$ cat src/rtl/bba_pkg.sv
`timescale 1ns / 1ps
// ----------------------------------------------------------------------------
// bba_pkg
// Shared constants, codes and types of the block bitmap allocator.
// ----------------------------------------------------------------------------
package bba_pkg;

    localparam int TOTAL_BLOCKS_DEF = 4096;
    localparam int GROUP_SIZE_DEF   = 1024;

    localparam int WORD_BITS  = 32;
    localparam int WORD_SEL_W = 5;

    localparam int OPERATION_W     = 2;
    localparam int BLOCK_ID_W      = 12;
    localparam int BLOCKS_IN_USE_W = 13;
    localparam int TOTAL_FREE_W    = 13;
    localparam int GROUP_FREE_W    = 11;

    localparam logic [BLOCKS_IN_USE_W-1:0] BLOCKS_IN_USE_RST = 13'd4096;

    typedef enum logic [OPERATION_W-1:0] {
        OP_ALLOC = 2'd0,
        OP_QUERY = 2'd1,
        OP_MARK  = 2'd2
    } op_t;

    typedef enum logic [1:0] {
        MODE_QUERY,
        MODE_TAKE,
        MODE_MISS,
        MODE_OUTSIDE
    } mode_t;

    typedef enum logic [2:0] {
        ST_CLEAR,
        ST_IDLE,
        ST_SCAN,
        ST_FETCH,
        ST_APPLY,
        ST_DELIVER
    } state_t;

    typedef struct packed {
        logic clear_step;
        logic accept;
        logic scan_step;
        logic fetch;
        logic apply;
        logic deliver;
    } ctrl_cmd_t;

    typedef struct packed {
        logic clear_last;
        logic req_alloc;
        logic scan_found;
        logic scan_miss;
        logic out_free;
    } dp_status_t;

endpackage

$ cat src/rtl/bba_ctrl.sv
`timescale 1ns / 1ps
// ----------------------------------------------------------------------------
// bba_ctrl
// Sequencer: clearing pass, request accept, scan, fetch, update, deliver.
// ----------------------------------------------------------------------------
module bba_ctrl (
    input  logic                clk,
    input  logic                rst_n,
    input  logic                in_valid,
    output logic                in_ready,
    output bba_pkg::ctrl_cmd_t  cmd,
    input  bba_pkg::dp_status_t st
);
    import bba_pkg::*;

    state_t state_reg;
    state_t state_next;

    always_ff @(posedge clk or negedge rst_n)
    begin
        if (!rst_n)
        begin
            state_reg <= ST_CLEAR;
        end
        else
        begin
            state_reg <= state_next;
        end
    end

    always_comb
    begin
        state_next = state_reg;
        cmd        = '0;
        in_ready   = 1'b0;
        unique case (state_reg)
            ST_CLEAR:
            begin
                cmd.clear_step = 1'b1;
                if (st.clear_last)
                begin
                    state_next = ST_IDLE;
                end
            end
            ST_IDLE:
            begin
                in_ready = 1'b1;
                if (in_valid)
                begin
                    cmd.accept = 1'b1;
                    state_next = st.req_alloc ? ST_SCAN : ST_FETCH;
                end
            end
            ST_SCAN:
            begin
                cmd.scan_step = 1'b1;
                if (st.scan_found || st.scan_miss)
                begin
                    state_next = ST_FETCH;
                end
            end
            ST_FETCH:
            begin
                cmd.fetch  = 1'b1;
                state_next = ST_APPLY;
            end
            ST_APPLY:
            begin
                cmd.apply  = 1'b1;
                state_next = ST_DELIVER;
            end
            ST_DELIVER:
            begin
                if (st.out_free)
                begin
                    cmd.deliver = 1'b1;
                    state_next  = ST_IDLE;
                end
            end
            default:
            begin
                state_next = ST_CLEAR;
            end
        endcase
    end

`ifndef ASSERT_OFF
    a_scan_exclusive: assert property (@(posedge clk) disable iff (!rst_n)
        state_reg == ST_SCAN |-> !(st.scan_found && st.scan_miss))
        else $error("scan reports found and miss together");

    a_accept_leads_to_work: assert property (@(posedge clk) disable iff (!rst_n)
        in_valid && in_ready |=> state_reg == ST_SCAN || state_reg == ST_FETCH)
        else $error("accepted beat did not start scan or fetch");
`endif

endmodule

$ cat config.mk
export PLATFORM = sky130hd
export DESIGN_NAME = bba_ctrl
export DESIGN_NICKNAME = d
export VERILOG_FILES = /design/src/rtl/bba_pkg.sv /design/src/rtl/bba_ctrl.sv
export SDC_FILE = /design/constraint.sdc
export NUM_CORES = 1
export LEC_CHECK = 0
export ABC_AREA = 1
export BUFFER_PORTS_ARGS = -buffer_cell sky130_fd_sc_hd__buf_4
export CAP_MARGIN = 30
export CORE_AREA = 3 3 40 42
export DETAILED_ROUTE_END_ITERATION = 10
export DIE_AREA = 0 0 43 45
export GPL_TIMING_DRIVEN = 0
export PLACE_DENSITY = 0.43
export SLEW_MARGIN = 20
export SYNTH_ARGS = -nofsm -noshare
export SYNTH_HDL_FRONTEND = slang
export SYNTH_SLANG_ARGS = --single-unit
$ cat constraint.sdc
create_clock -name clk -period 1.93 [get_ports clk]
set_input_delay 0 -clock clk [delete_from_list [all_inputs] [get_ports clk]]
set_output_delay 0 -clock clk [all_outputs]
set_load 0.1 [all_outputs]
Word-level counts from Yosys, hierarchy flattened
Cells that the tools add are included.
Widths: inputs -> output; s select.
- equal/unequal tests: 9
- mux-type cells: 15
- reductions and logical operators: 3
- operators with widths (kind ; count):
    $pmux 3 s6 ; 1
    $mux 3 ; 4
    $mux 1 ; 10
    $ne 2x2->1 const B ; 4
    $eq 3x2->1 const B ; 2
    $eq 3x3->1 const B ; 2
    $reduce_and 4->1 ; 1
    $eq 3x1->1 const B ; 1
    $logic_not 3->1 ; 1
    $logic_or 1x1->1 ; 1
- flip-flop bits (word level): 3
- input port bits: 8
- output and inout port bits: 7
- logic and storage cells: 28

Depth between registers and ports, before layout
Gate-level depths: netlist of the first run.
- depth in word-level cells: 3
- depth in mapped cells: 7
- depth with buffers taken out: 7

Worst setup path after synthesis of the first run
No wires, ideal clock.
- path kind: register to output
- from: register state_reg[0]
- to: output cmd[0] (netlist name)
- data arrival time: 3352 ps
- required time: 1930 ps
- path slack: -1422 ps
- stages on the path, launching flop included: 3
- path buffers: 0
- cells stage by stage: dfrtp_1 > inv_1 > nor4_1
- RTL lines (item ; line ; source):
    start, declared ; bba_ctrl.sv:16 ; state_t state_reg;
    start signal, assigned ; bba_ctrl.sv:27 ; state_reg <= state_next;
    end, declared ; bba_ctrl.sv:11 ; output bba_pkg::ctrl_cmd_t cmd,

==> reports/results.ini, run 1 <==
[floorplan]
core_mm2=0.00128
die_x_um=43
ios=15
initial_utilization=0.173
die_h_um=45
dieArea_mm2=0.00194
rows=13

[logic_synthesis]
synth_top_area_cell=dfrtp_1
ys_warn_count=0
synth_area_per_cell_um2=6.02
yosys-top-cells-area=dfrtp_1, nor2_1, nand2_1, inv_1, nand3_1
yosys.cell_types.count=13
synth-seq-cells=3
netlist_area_um2=223
syn_inst=37
yosysSeqAreaShare=0.337
synth_top_area_share=0.337
synth_nets=45

[detailed_routing]
drt_wl_total_um=622
firstDrtPassIters=4
dr.first_iter.drc_count=2
drc_errors=0
vias=278
via_per_inst=3.92
antenna_left=0
wl_per_cell_um=8.76

[final_layout]
nets=65
largest_reg_flops=3
fill_cells=145
syn_to_final_growth_pct=84.3
fin_cells=71
diodes=0
drive_above_1_share=0.446

[clock_tree]
cts_tree=done
clkTransAtPathRegs_ns=0.03
post-cts-setup-buffer-count=0
holdBufCountCts=1
clk_latency_ns=0.23
h-tree-depth=1
cts-resized-gates=0
clock_path_buffers=2
cts_inserted_buffers=3
clock-sinks=3
clock-root-buffer=clkbuf_4

[sta]
fin_tns_setup_ns=0
timing.fmax_mhz=725
fin_hold_ws_ns=0.0692
slew_headroom=0.815
grt_setup_unrepaired=false
final.period_utilization=0.715
fin_crit_ns=1.38
skew_ns=0.00797
slew_viol_final=0
final.setup.worst_slack_ns=0.550
worst_pin_slew_ns=0.279
finalSetupViolations=0
hold_viol_final=0

[placed_design]
pre_cts_ws_ns=0.744
dpl.hpwl_um=498
port_buffers=14
placedCellCount=66
place.gp.congestion=0.692

[global_route]
antenna_found_initial=0
grt_pass1_vias=269
grt.overflow.total=0
grt_use_total=0.0792
grt_pass1_wl_um=1120
grt_start_max_net_pins=7

[min_path]
hp-class=input port to register

[worst_setup_path]
crit_type=register to output port
required_ns=1.93
path_max_fanout=5
startpoint_type=register
end_kind=output port
worstPathArrival_ns=1.38

[run_status]
status=finished, final reports clean

[flow_run]
cap_viol_max_count=0

## path summary, 6_finish.rpt
path	start	end	slack, ns	cells past startpoint
hold reg to reg	state_reg[0]	state_reg[1]	0.67	3
hold / removal	st[2]	state_reg[1]	0.07	4
min in group asynchronous	rst_n	state_reg[2]	0.09	2
setup / recovery	state_reg[0]	cmd[4]	0.55	5
max in group asynchronous	rst_n	state_reg[1]	1.73	2
setup reg to reg	state_reg[0]	state_reg[1]	0.75	7
## layout make-up
class,instances,area (um^2),share of cell area
timing repair buffer,15,115,0.280
inverter,8,30.0,0.0732
tap,15,18.8,0.0457
multi-input combinational,26,145,0.354
clock buffer,4,26.3,0.0640
sequential,3,75.1,0.183
## cell families (layout without fill, tap and decap cells)
| logic type | after synthesis | count (layout) | share of synthesized area |
|---|---|---|---|
| compound gates | 2 | 2 | 0.0506 |
| buf+inv | 8 | 27 | 0.135 |
| flops | 3 | 3 | 0.337 |
| simple gates | 24 | 24 | 0.478 |
## metrics by stage
stage,util,area [um^2]
after floorplan,-,250
after global placement,0.291,374
after detailed placement,0.291,374
after CTS,0.319,410
after global routing,0.319,410
final,0.319,410
## layer usage
| layer | up-vias | GRT usage | share of wire |
|---|---|---|---|
| li1 | 154 | - | - |
| met1 | 112 | 0.101 | 0.44 |
| met2 | 12 | 0.108 | 0.46 |
| met3 | 0 | 0.0558 | 0.11 |
| met4 | 0 | 0.0181 | 0 |
| met5 | - | 0 | 0 |
## cell usage after synthesis
cell type	n
nor2_1	9
inv_1	5
nor4_1	1
nand2_1	6
nand4_1	1
inv_2	3
a31oi_1	1
or2_1	1
nand3_1	3
nor3_1	2
nand2_2	1
a21oi_1	1
dfrtp_1	3
## critical path: stages, from the launching register on
cell,delay [ns]
dfrtp_1,0.40
inv_1,0.12
nor2_1,0.16
nand2_2,0.08
nor2_1,0.09
buf_4,0.29
## layout by cell type, fill, tap and decap left out
| cell | count |
|---|---|
| buf_4 | 14 |
| nor2_1 | 8 |
| nand2_1 | 6 |
| inv_1 | 5 |
| inv_2 | 3 |
| nand3_1 | 3 |
| clkbuf_4 | 3 |
| dfrtp_1 | 3 |
| nor3_2 | 2 |
| nand2_2 | 1 |
| nor2_2 | 1 |
| nor4_4 | 1 |
| nand4_1 | 1 |
| a21oi_1 | 1 |
| a31oi_1 | 1 |
| or2_1 | 1 |
| clkbuf_1 | 1 |
| dlygate4sd3_1 | 1 |
Power of run 1 is not shown: default switching activity piles up to over one toggle a cycle in this logic, so the estimate is an artifact.
==> run 2: changes to the inputs <==
--- a/config.mk
+++ b/config.mk
@@ -5,7 +5,7 @@
 export SDC_FILE = /design/constraint.sdc
 export NUM_CORES = 1
 export LEC_CHECK = 0
-export ABC_AREA = 1
+export ABC_AREA = 0
 export BUFFER_PORTS_ARGS = -buffer_cell sky130_fd_sc_hd__buf_4
 export CAP_MARGIN = 30
 export CORE_AREA = 3 3 40 42
==> constraint.sdc (replaced) <==
create_clock -name clk -period 1.15 [get_ports clk]
set_input_delay 0 -clock clk [delete_from_list [all_inputs] [get_ports clk]]
set_output_delay 0 -clock clk [all_outputs]
set_load 0.1 [all_outputs]
==> reports/results.ini, run 2 <==
[worst_setup_path]
reg2reg_from=state_reg[1]
crit_type=register to output port
worstPathArrival_ns=1.23  ; -0.15 ns
crit_start=state_reg[2]
cp_cell_sequence=and4bb_4, buf_12
crit_family=flip-flops
path_max_fanout=8  ; +3
worstPathBufferInverterCount=1  ; -1
end_kind=output port
max_stage_delay_ns=0.47  ; +0.07 ns
slowest_stage=dfrtp_2
required_ns=1.15  ; -0.78 ns
startpoint_type=register
reg2reg_depth=3  ; -4
cp.depth=2  ; -3

[sta]
slew_headroom=0.875  ; +0.0598
final.period_utilization=1.07
grt_setup_unrepaired=true
timing.fmax_mhz=810
finalSetupViolations=7  ; +7
hold_viol_final=0  ; unchanged
fin_tns_setup_ns=-0.212  ; -0.212 ns
fin_crit_ns=1.23
final.setup.worst_slack_ns=-0.0849  ; -0.635 ns
skew_ns=0.00102  ; -0.00695 ns
worst_pin_slew_ns=0.187  ; -0.0921 ns
slew_viol_final=0  ; unchanged

[global_route]
grt_start_max_net_pins=11  ; +4
antenna_found_initial=0  ; unchanged
grt_pass1_wl_um=1040  ; -6.8%
grt_use_total=0.0733  ; -0.00589
grt.overflow.total=0  ; unchanged
grt_pass1_vias=263  ; -2.2%

[final_layout]
largest_reg_flops=3  ; unchanged
diodes=0  ; unchanged
nets=56  ; -14%
fill_cells=113  ; -22%
final_common_cell=buf_4
post-route-util=0.422  ; +0.102
final_cell_mix=buf_4, buf_12, a21oi_1, clkbuf_4
syn_to_final_growth_pct=155
drive_above_1_share=0.681  ; +0.234

[logic_synthesis]
netlist_area_um2=213  ; -4.5%
yosysSeqAreaShare=0.353  ; +0.0159
synth_top_area_share=0.353  ; +0.0159
synth_ff_type=dfrtp_1
synth_area_per_cell_um2=8.51  ; +41%
syn_inst=25  ; -32%
ys_warn_count=0  ; unchanged
async_flop_share=1.00  ; unchanged
yosys.cell_types.count=16  ; +3
synth-seq-cells=3  ; unchanged
synth_common_cells=a21oi_1, dfrtp_1, nor2_1
synth_nets=33  ; -27%
synth_edf_count=0  ; unchanged
synth_top_area_cell=dfrtp_1
yosys-top-cells-area=dfrtp_1, a21oi_1, nor3b_1, and4bb_2, nand2b_1

[detailed_routing]
dr.first_iter.drc_count=2  ; unchanged
drc_errors=0  ; unchanged
wl_per_cell_um=10.6  ; +21%
met2_length_um=370  ; +30%
wl_met1_um=264  ; -2.9%
firstDrtPassIters=2  ; -2
drt_wl_total_um=659  ; +5.9%
highest-signal-layer=met3
wl_met3_um=25  ; -62%
antenna_left=0  ; unchanged
vias=259  ; -6.8%
via_per_inst=4.18  ; +6.7%

[placed_design]
port_buffers=14  ; unchanged
dpl.hpwl_um=454  ; -8.9%
pre_cts_ws_ns=0.0439  ; -0.700 ns
place.gp.congestion=0.674  ; -2.6%

[floorplan]
die_x_um=43  ; unchanged
initial_utilization=0.166  ; -0.00779
dieArea_mm2=0.00194  ; unchanged
ios=15  ; unchanged
rows=13  ; unchanged
core_mm2=0.00128  ; unchanged
die_h_um=45  ; unchanged

[clock_tree]
clock-sinks=3  ; unchanged
h-tree-depth=1  ; unchanged
clock-root-buffer=clkbuf_4
clock_path_buffers=2  ; unchanged
cts_tree=done
clkTransAtPathRegs_ns=0.03  ; about the same
cts_inserted_buffers=3  ; unchanged
clk_latency_ns=0.22  ; about the same

[run_status]
status=complete, but fails checks
violations=setup timing

[min_path]
hp-class=input port to register
min_from=st[1]
holdPathStages=3  ; -1

[flow_run]
cap_viol_max_count=0  ; unchanged

-- run 2: layout make-up --
class / count / area, um^2 / area share
Multi-Input combinational cell: 20 / 169 / 0.312
Buffer: 2 / 26.3 / 0.0485
Tap cell: 15 / 18.8 / 0.0346
Clock buffer: 4 / 26.3 / 0.0485
Timing Repair Buffer: 18 / 225 / 0.416
Sequential cell: 3 / 76.3 / 0.141
-- run 2: through the flow --
stage          instances  hold WS, ns  area [um^2]
2_1_floorplan         25       -0.296          264
3_3_place_gp          54       -0.212          388
3_5_place_dp          54       -0.209          388
4_1_cts               59       0.0659          502
5_1_grt               62       0.0869          542
6_report              62       0.0624          542
-- run 2: metal layers --
metal,vias to the layer above,GRT usage
li1,131,-
met1,121,0.0723
met2,7,0.135
met3,0,0.0279
met4,0,0.0361
met5,-,0
-- run 2: path summary, 6_finish.rpt --
check	slack (ns)	end
worst max-delay path	-0.08	cmd[4]
worst min-delay path	0.06	state_reg[0]
worst max register to register	0.04	state_reg[2]
worst min register to register	0.57	state_reg[1]
max in group asynchronous	0.95	state_reg[2]
min in group asynchronous	0.10	state_reg[1]
-- run 2: cell families (layout without fill, tap and decap cells) --
family	Yosys count	count (layout)	synth area share
AND/OR/NAND/NOR	15	15	0.435
AO/OA/AOI/OAI	5	5	0.124
flip-flops	3	3	0.353
buffers and inverters	2	24	0.0882
-- run 2: repair_timing --
item / CTS / global route
setup endpoints to repair: 7 / 8
resized for setup: 19 / 6
hold buffers: 1 / 0
setup buffers: 0 / 3
endpoints found under the hold margin: 3 / 0
-- run 2: worst min-delay path, cell delays in order --
cell     delay, ns
buf_4         0.07
nor3b_1       0.03
o22ai_1       0.12
Power of run 2 is left out for the same reason.
==> run 3: changes to the inputs <==
--- a/config.mk
+++ b/config.mk
@@ -8,11 +8,13 @@
 export ABC_AREA = 0
 export BUFFER_PORTS_ARGS = -buffer_cell sky130_fd_sc_hd__buf_4
 export CAP_MARGIN = 30
+export CELL_PAD_IN_SITES_DETAIL_PLACEMENT = 1
+export CELL_PAD_IN_SITES_GLOBAL_PLACEMENT = 1
 export CORE_AREA = 3 3 40 42
 export DETAILED_ROUTE_END_ITERATION = 10
 export DIE_AREA = 0 0 43 45
 export GPL_TIMING_DRIVEN = 0
-export PLACE_DENSITY = 0.43
+export PLACE_DENSITY = 0.57
 export SLEW_MARGIN = 20
 export SYNTH_ARGS = -nofsm -noshare
 export SYNTH_HDL_FRONTEND = slang
==> reports/results.ini, run 3 (synthesis gave the netlist of run 2 again) <==
[run_status]
status=complete, but fails checks
violations=setup timing

[global_route]
grt_use_total=0.0819  ; +0.00860
antenna_found_initial=0  ; unchanged
grt_pass1_wl_um=1050  ; +0.67%
grt_start_max_net_pins=9  ; -2
grt_pass1_vias=252  ; -4.2%
grt.overflow.total=0  ; unchanged

[final_layout]
diodes=0  ; unchanged
final_cell_area_um2=547  ; +0.92%
syn_to_final_growth_pct=157
nets=57  ; +1.8%
fin_cells=63  ; +1.6%
largest_reg_flops=3  ; unchanged
final_common_cell=buf_4
drive_above_1_share=0.708  ; +0.0275
final_cell_mix=buf_4, buf_12, buf_8, clkbuf_4

[sta]
timing.fmax_mhz=802  ; -1.0%
fin_crit_ns=1.25  ; +0.0125 ns
skew_ns=0.00467  ; +0.00365 ns
finalSetupViolations=7  ; unchanged
final.setup.worst_slack_ns=-0.0974  ; -0.0125 ns
final.period_utilization=1.08  ; +0.0109
slew_viol_final=0  ; unchanged
slew_headroom=0.836  ; -0.0398
grt_setup_unrepaired=true
worst_pin_slew_ns=0.247  ; +0.0597 ns
fin_hold_ws_ns=0.0631  ; +0.000701 ns
hold_viol_final=0  ; unchanged

[detailed_routing]
wl_met1_um=269  ; +1.9%
antenna_left=0  ; unchanged
dr.first_iter.drc_count=0  ; -2
wl_per_cell_um=11.3  ; +6.3%
drt_wl_total_um=712  ; +8.0%
via_per_inst=4.38  ; +4.9%
highest-signal-layer=met4
vias=276  ; +6.6%
wl_met3_um=58  ; +130%
met2_length_um=359  ; -3.0%
drc_errors=0  ; unchanged
firstDrtPassIters=1  ; -1

[flow_run]
cap_viol_max_count=0  ; unchanged

[clock_tree]
h-tree-depth=1  ; unchanged
clock-sinks=3  ; unchanged
clock-root-buffer=clkbuf_4
cts_inserted_buffers=3  ; unchanged
clk_latency_ns=0.24  ; +0.02 ns
cts_tree=done
clock_path_buffers=2  ; unchanged
clkTransAtPathRegs_ns=0.04  ; about the same

[worst_setup_path]
startpoint_type=register
path_max_fanout=7  ; -1
worstReg2RegEnd=state_reg[1]
required_ns=1.15  ; about the same
crit_type=register to output port
end_kind=output port
worstPathArrival_ns=1.25  ; +0.02 ns
reg2reg_from=state_reg[0]
reg2reg_depth=5  ; +2
r2r_slack_ns=0.03  ; about the same

[placed_design]
port_buffers=14  ; unchanged
place_area_um2=388  ; unchanged
pre_cts_ws_ns=0.0358  ; -0.00808 ns
place.gp.congestion=0.627  ; -6.9%
dpl.hpwl_um=474  ; +4.4%
placedCellCount=54  ; unchanged

[min_path]
holdPathStages=3  ; unchanged
min_from=st[1]
hp-class=input port to register
hold_path_end=state_reg[0]

[floorplan]
core_mm2=0.00128  ; unchanged
rows=13  ; unchanged
dieArea_mm2=0.00194  ; unchanged
initial_utilization=0.166  ; unchanged
die_h_um=45  ; unchanged
die_x_um=43  ; unchanged
ios=15  ; unchanged

==> run 3: changes by cell type in the layout (fill, tap and decap cells not counted) <==
cell	before	now
buf_8	1	3
buf_4	10	11
nand2b_2	1	0
nand2b_4	0	1
a21oi_1	3	2
a21oi_2	0	1
buf_12	7	5
and2_2	0	1
and2_4	1	0
==> run 3: layout make-up <==
| cell class | count | area [um^2] |
|---|---|---|
| fillers | 148 | 738 |
| multi-input cells | 20 | 176 |
| well taps | 15 | 18.8 |
| clock buffers | 4 | 26.3 |
| flip-flops and latches | 3 | 76.3 |
| plain buffers | 2 | 26.3 |
| repair buffers | 19 | 223 |
==> run 3: timing repair <==
item | CTS | global route
hold buffers | 1 | 0
hold endpoints to repair | 3 | 0
endpoints found under the setup margin | 7 | 9
setup buffers | 3 | 1
pin swaps | 3 | 2
resized for setup | 20 | 4
==> run 3: worst max-delay path: stages (launching register included) <==
cell and delay (ns):
dfrtp_1 0.38, buf_8 0.14, and4bb_4 0.31, buf_12 0.17
==> run 3: through the flow <==
stage,util,TNS [ns]
5_1_grt,0.426,-0.726
3_5_place_dp,0.302,0
4_1_cts,0.408,-0.495
3_3_place_gp,0.302,0
2_1_floorplan,-,-0.526
6_report,0.426,-0.367
==> run 3: how the worst max path moves through the flow <==
stage,cells after the start,to,start
2_1_floorplan,2,in_ready,state_reg[1]
3_3_place_gp,3,state_reg[2],state_reg[2]
3_5_place_dp,3,state_reg[2],state_reg[2]
4_1_cts,3,cmd[4],state_reg[1]
5_1_grt,3,cmd[4],state_reg[1]
6_report,3,cmd[4],state_reg[1]
==> run 3: routing by layer <==
metal | vias to the layer above | track usage
li1 | 132 | -
met1 | 129 | 0.0754
met2 | 11 | 0.123
met3 | 4 | 0.0438
met4 | 0 | 0.0904
met5 | - | 0
Power of run 3 is left out for the same reason.
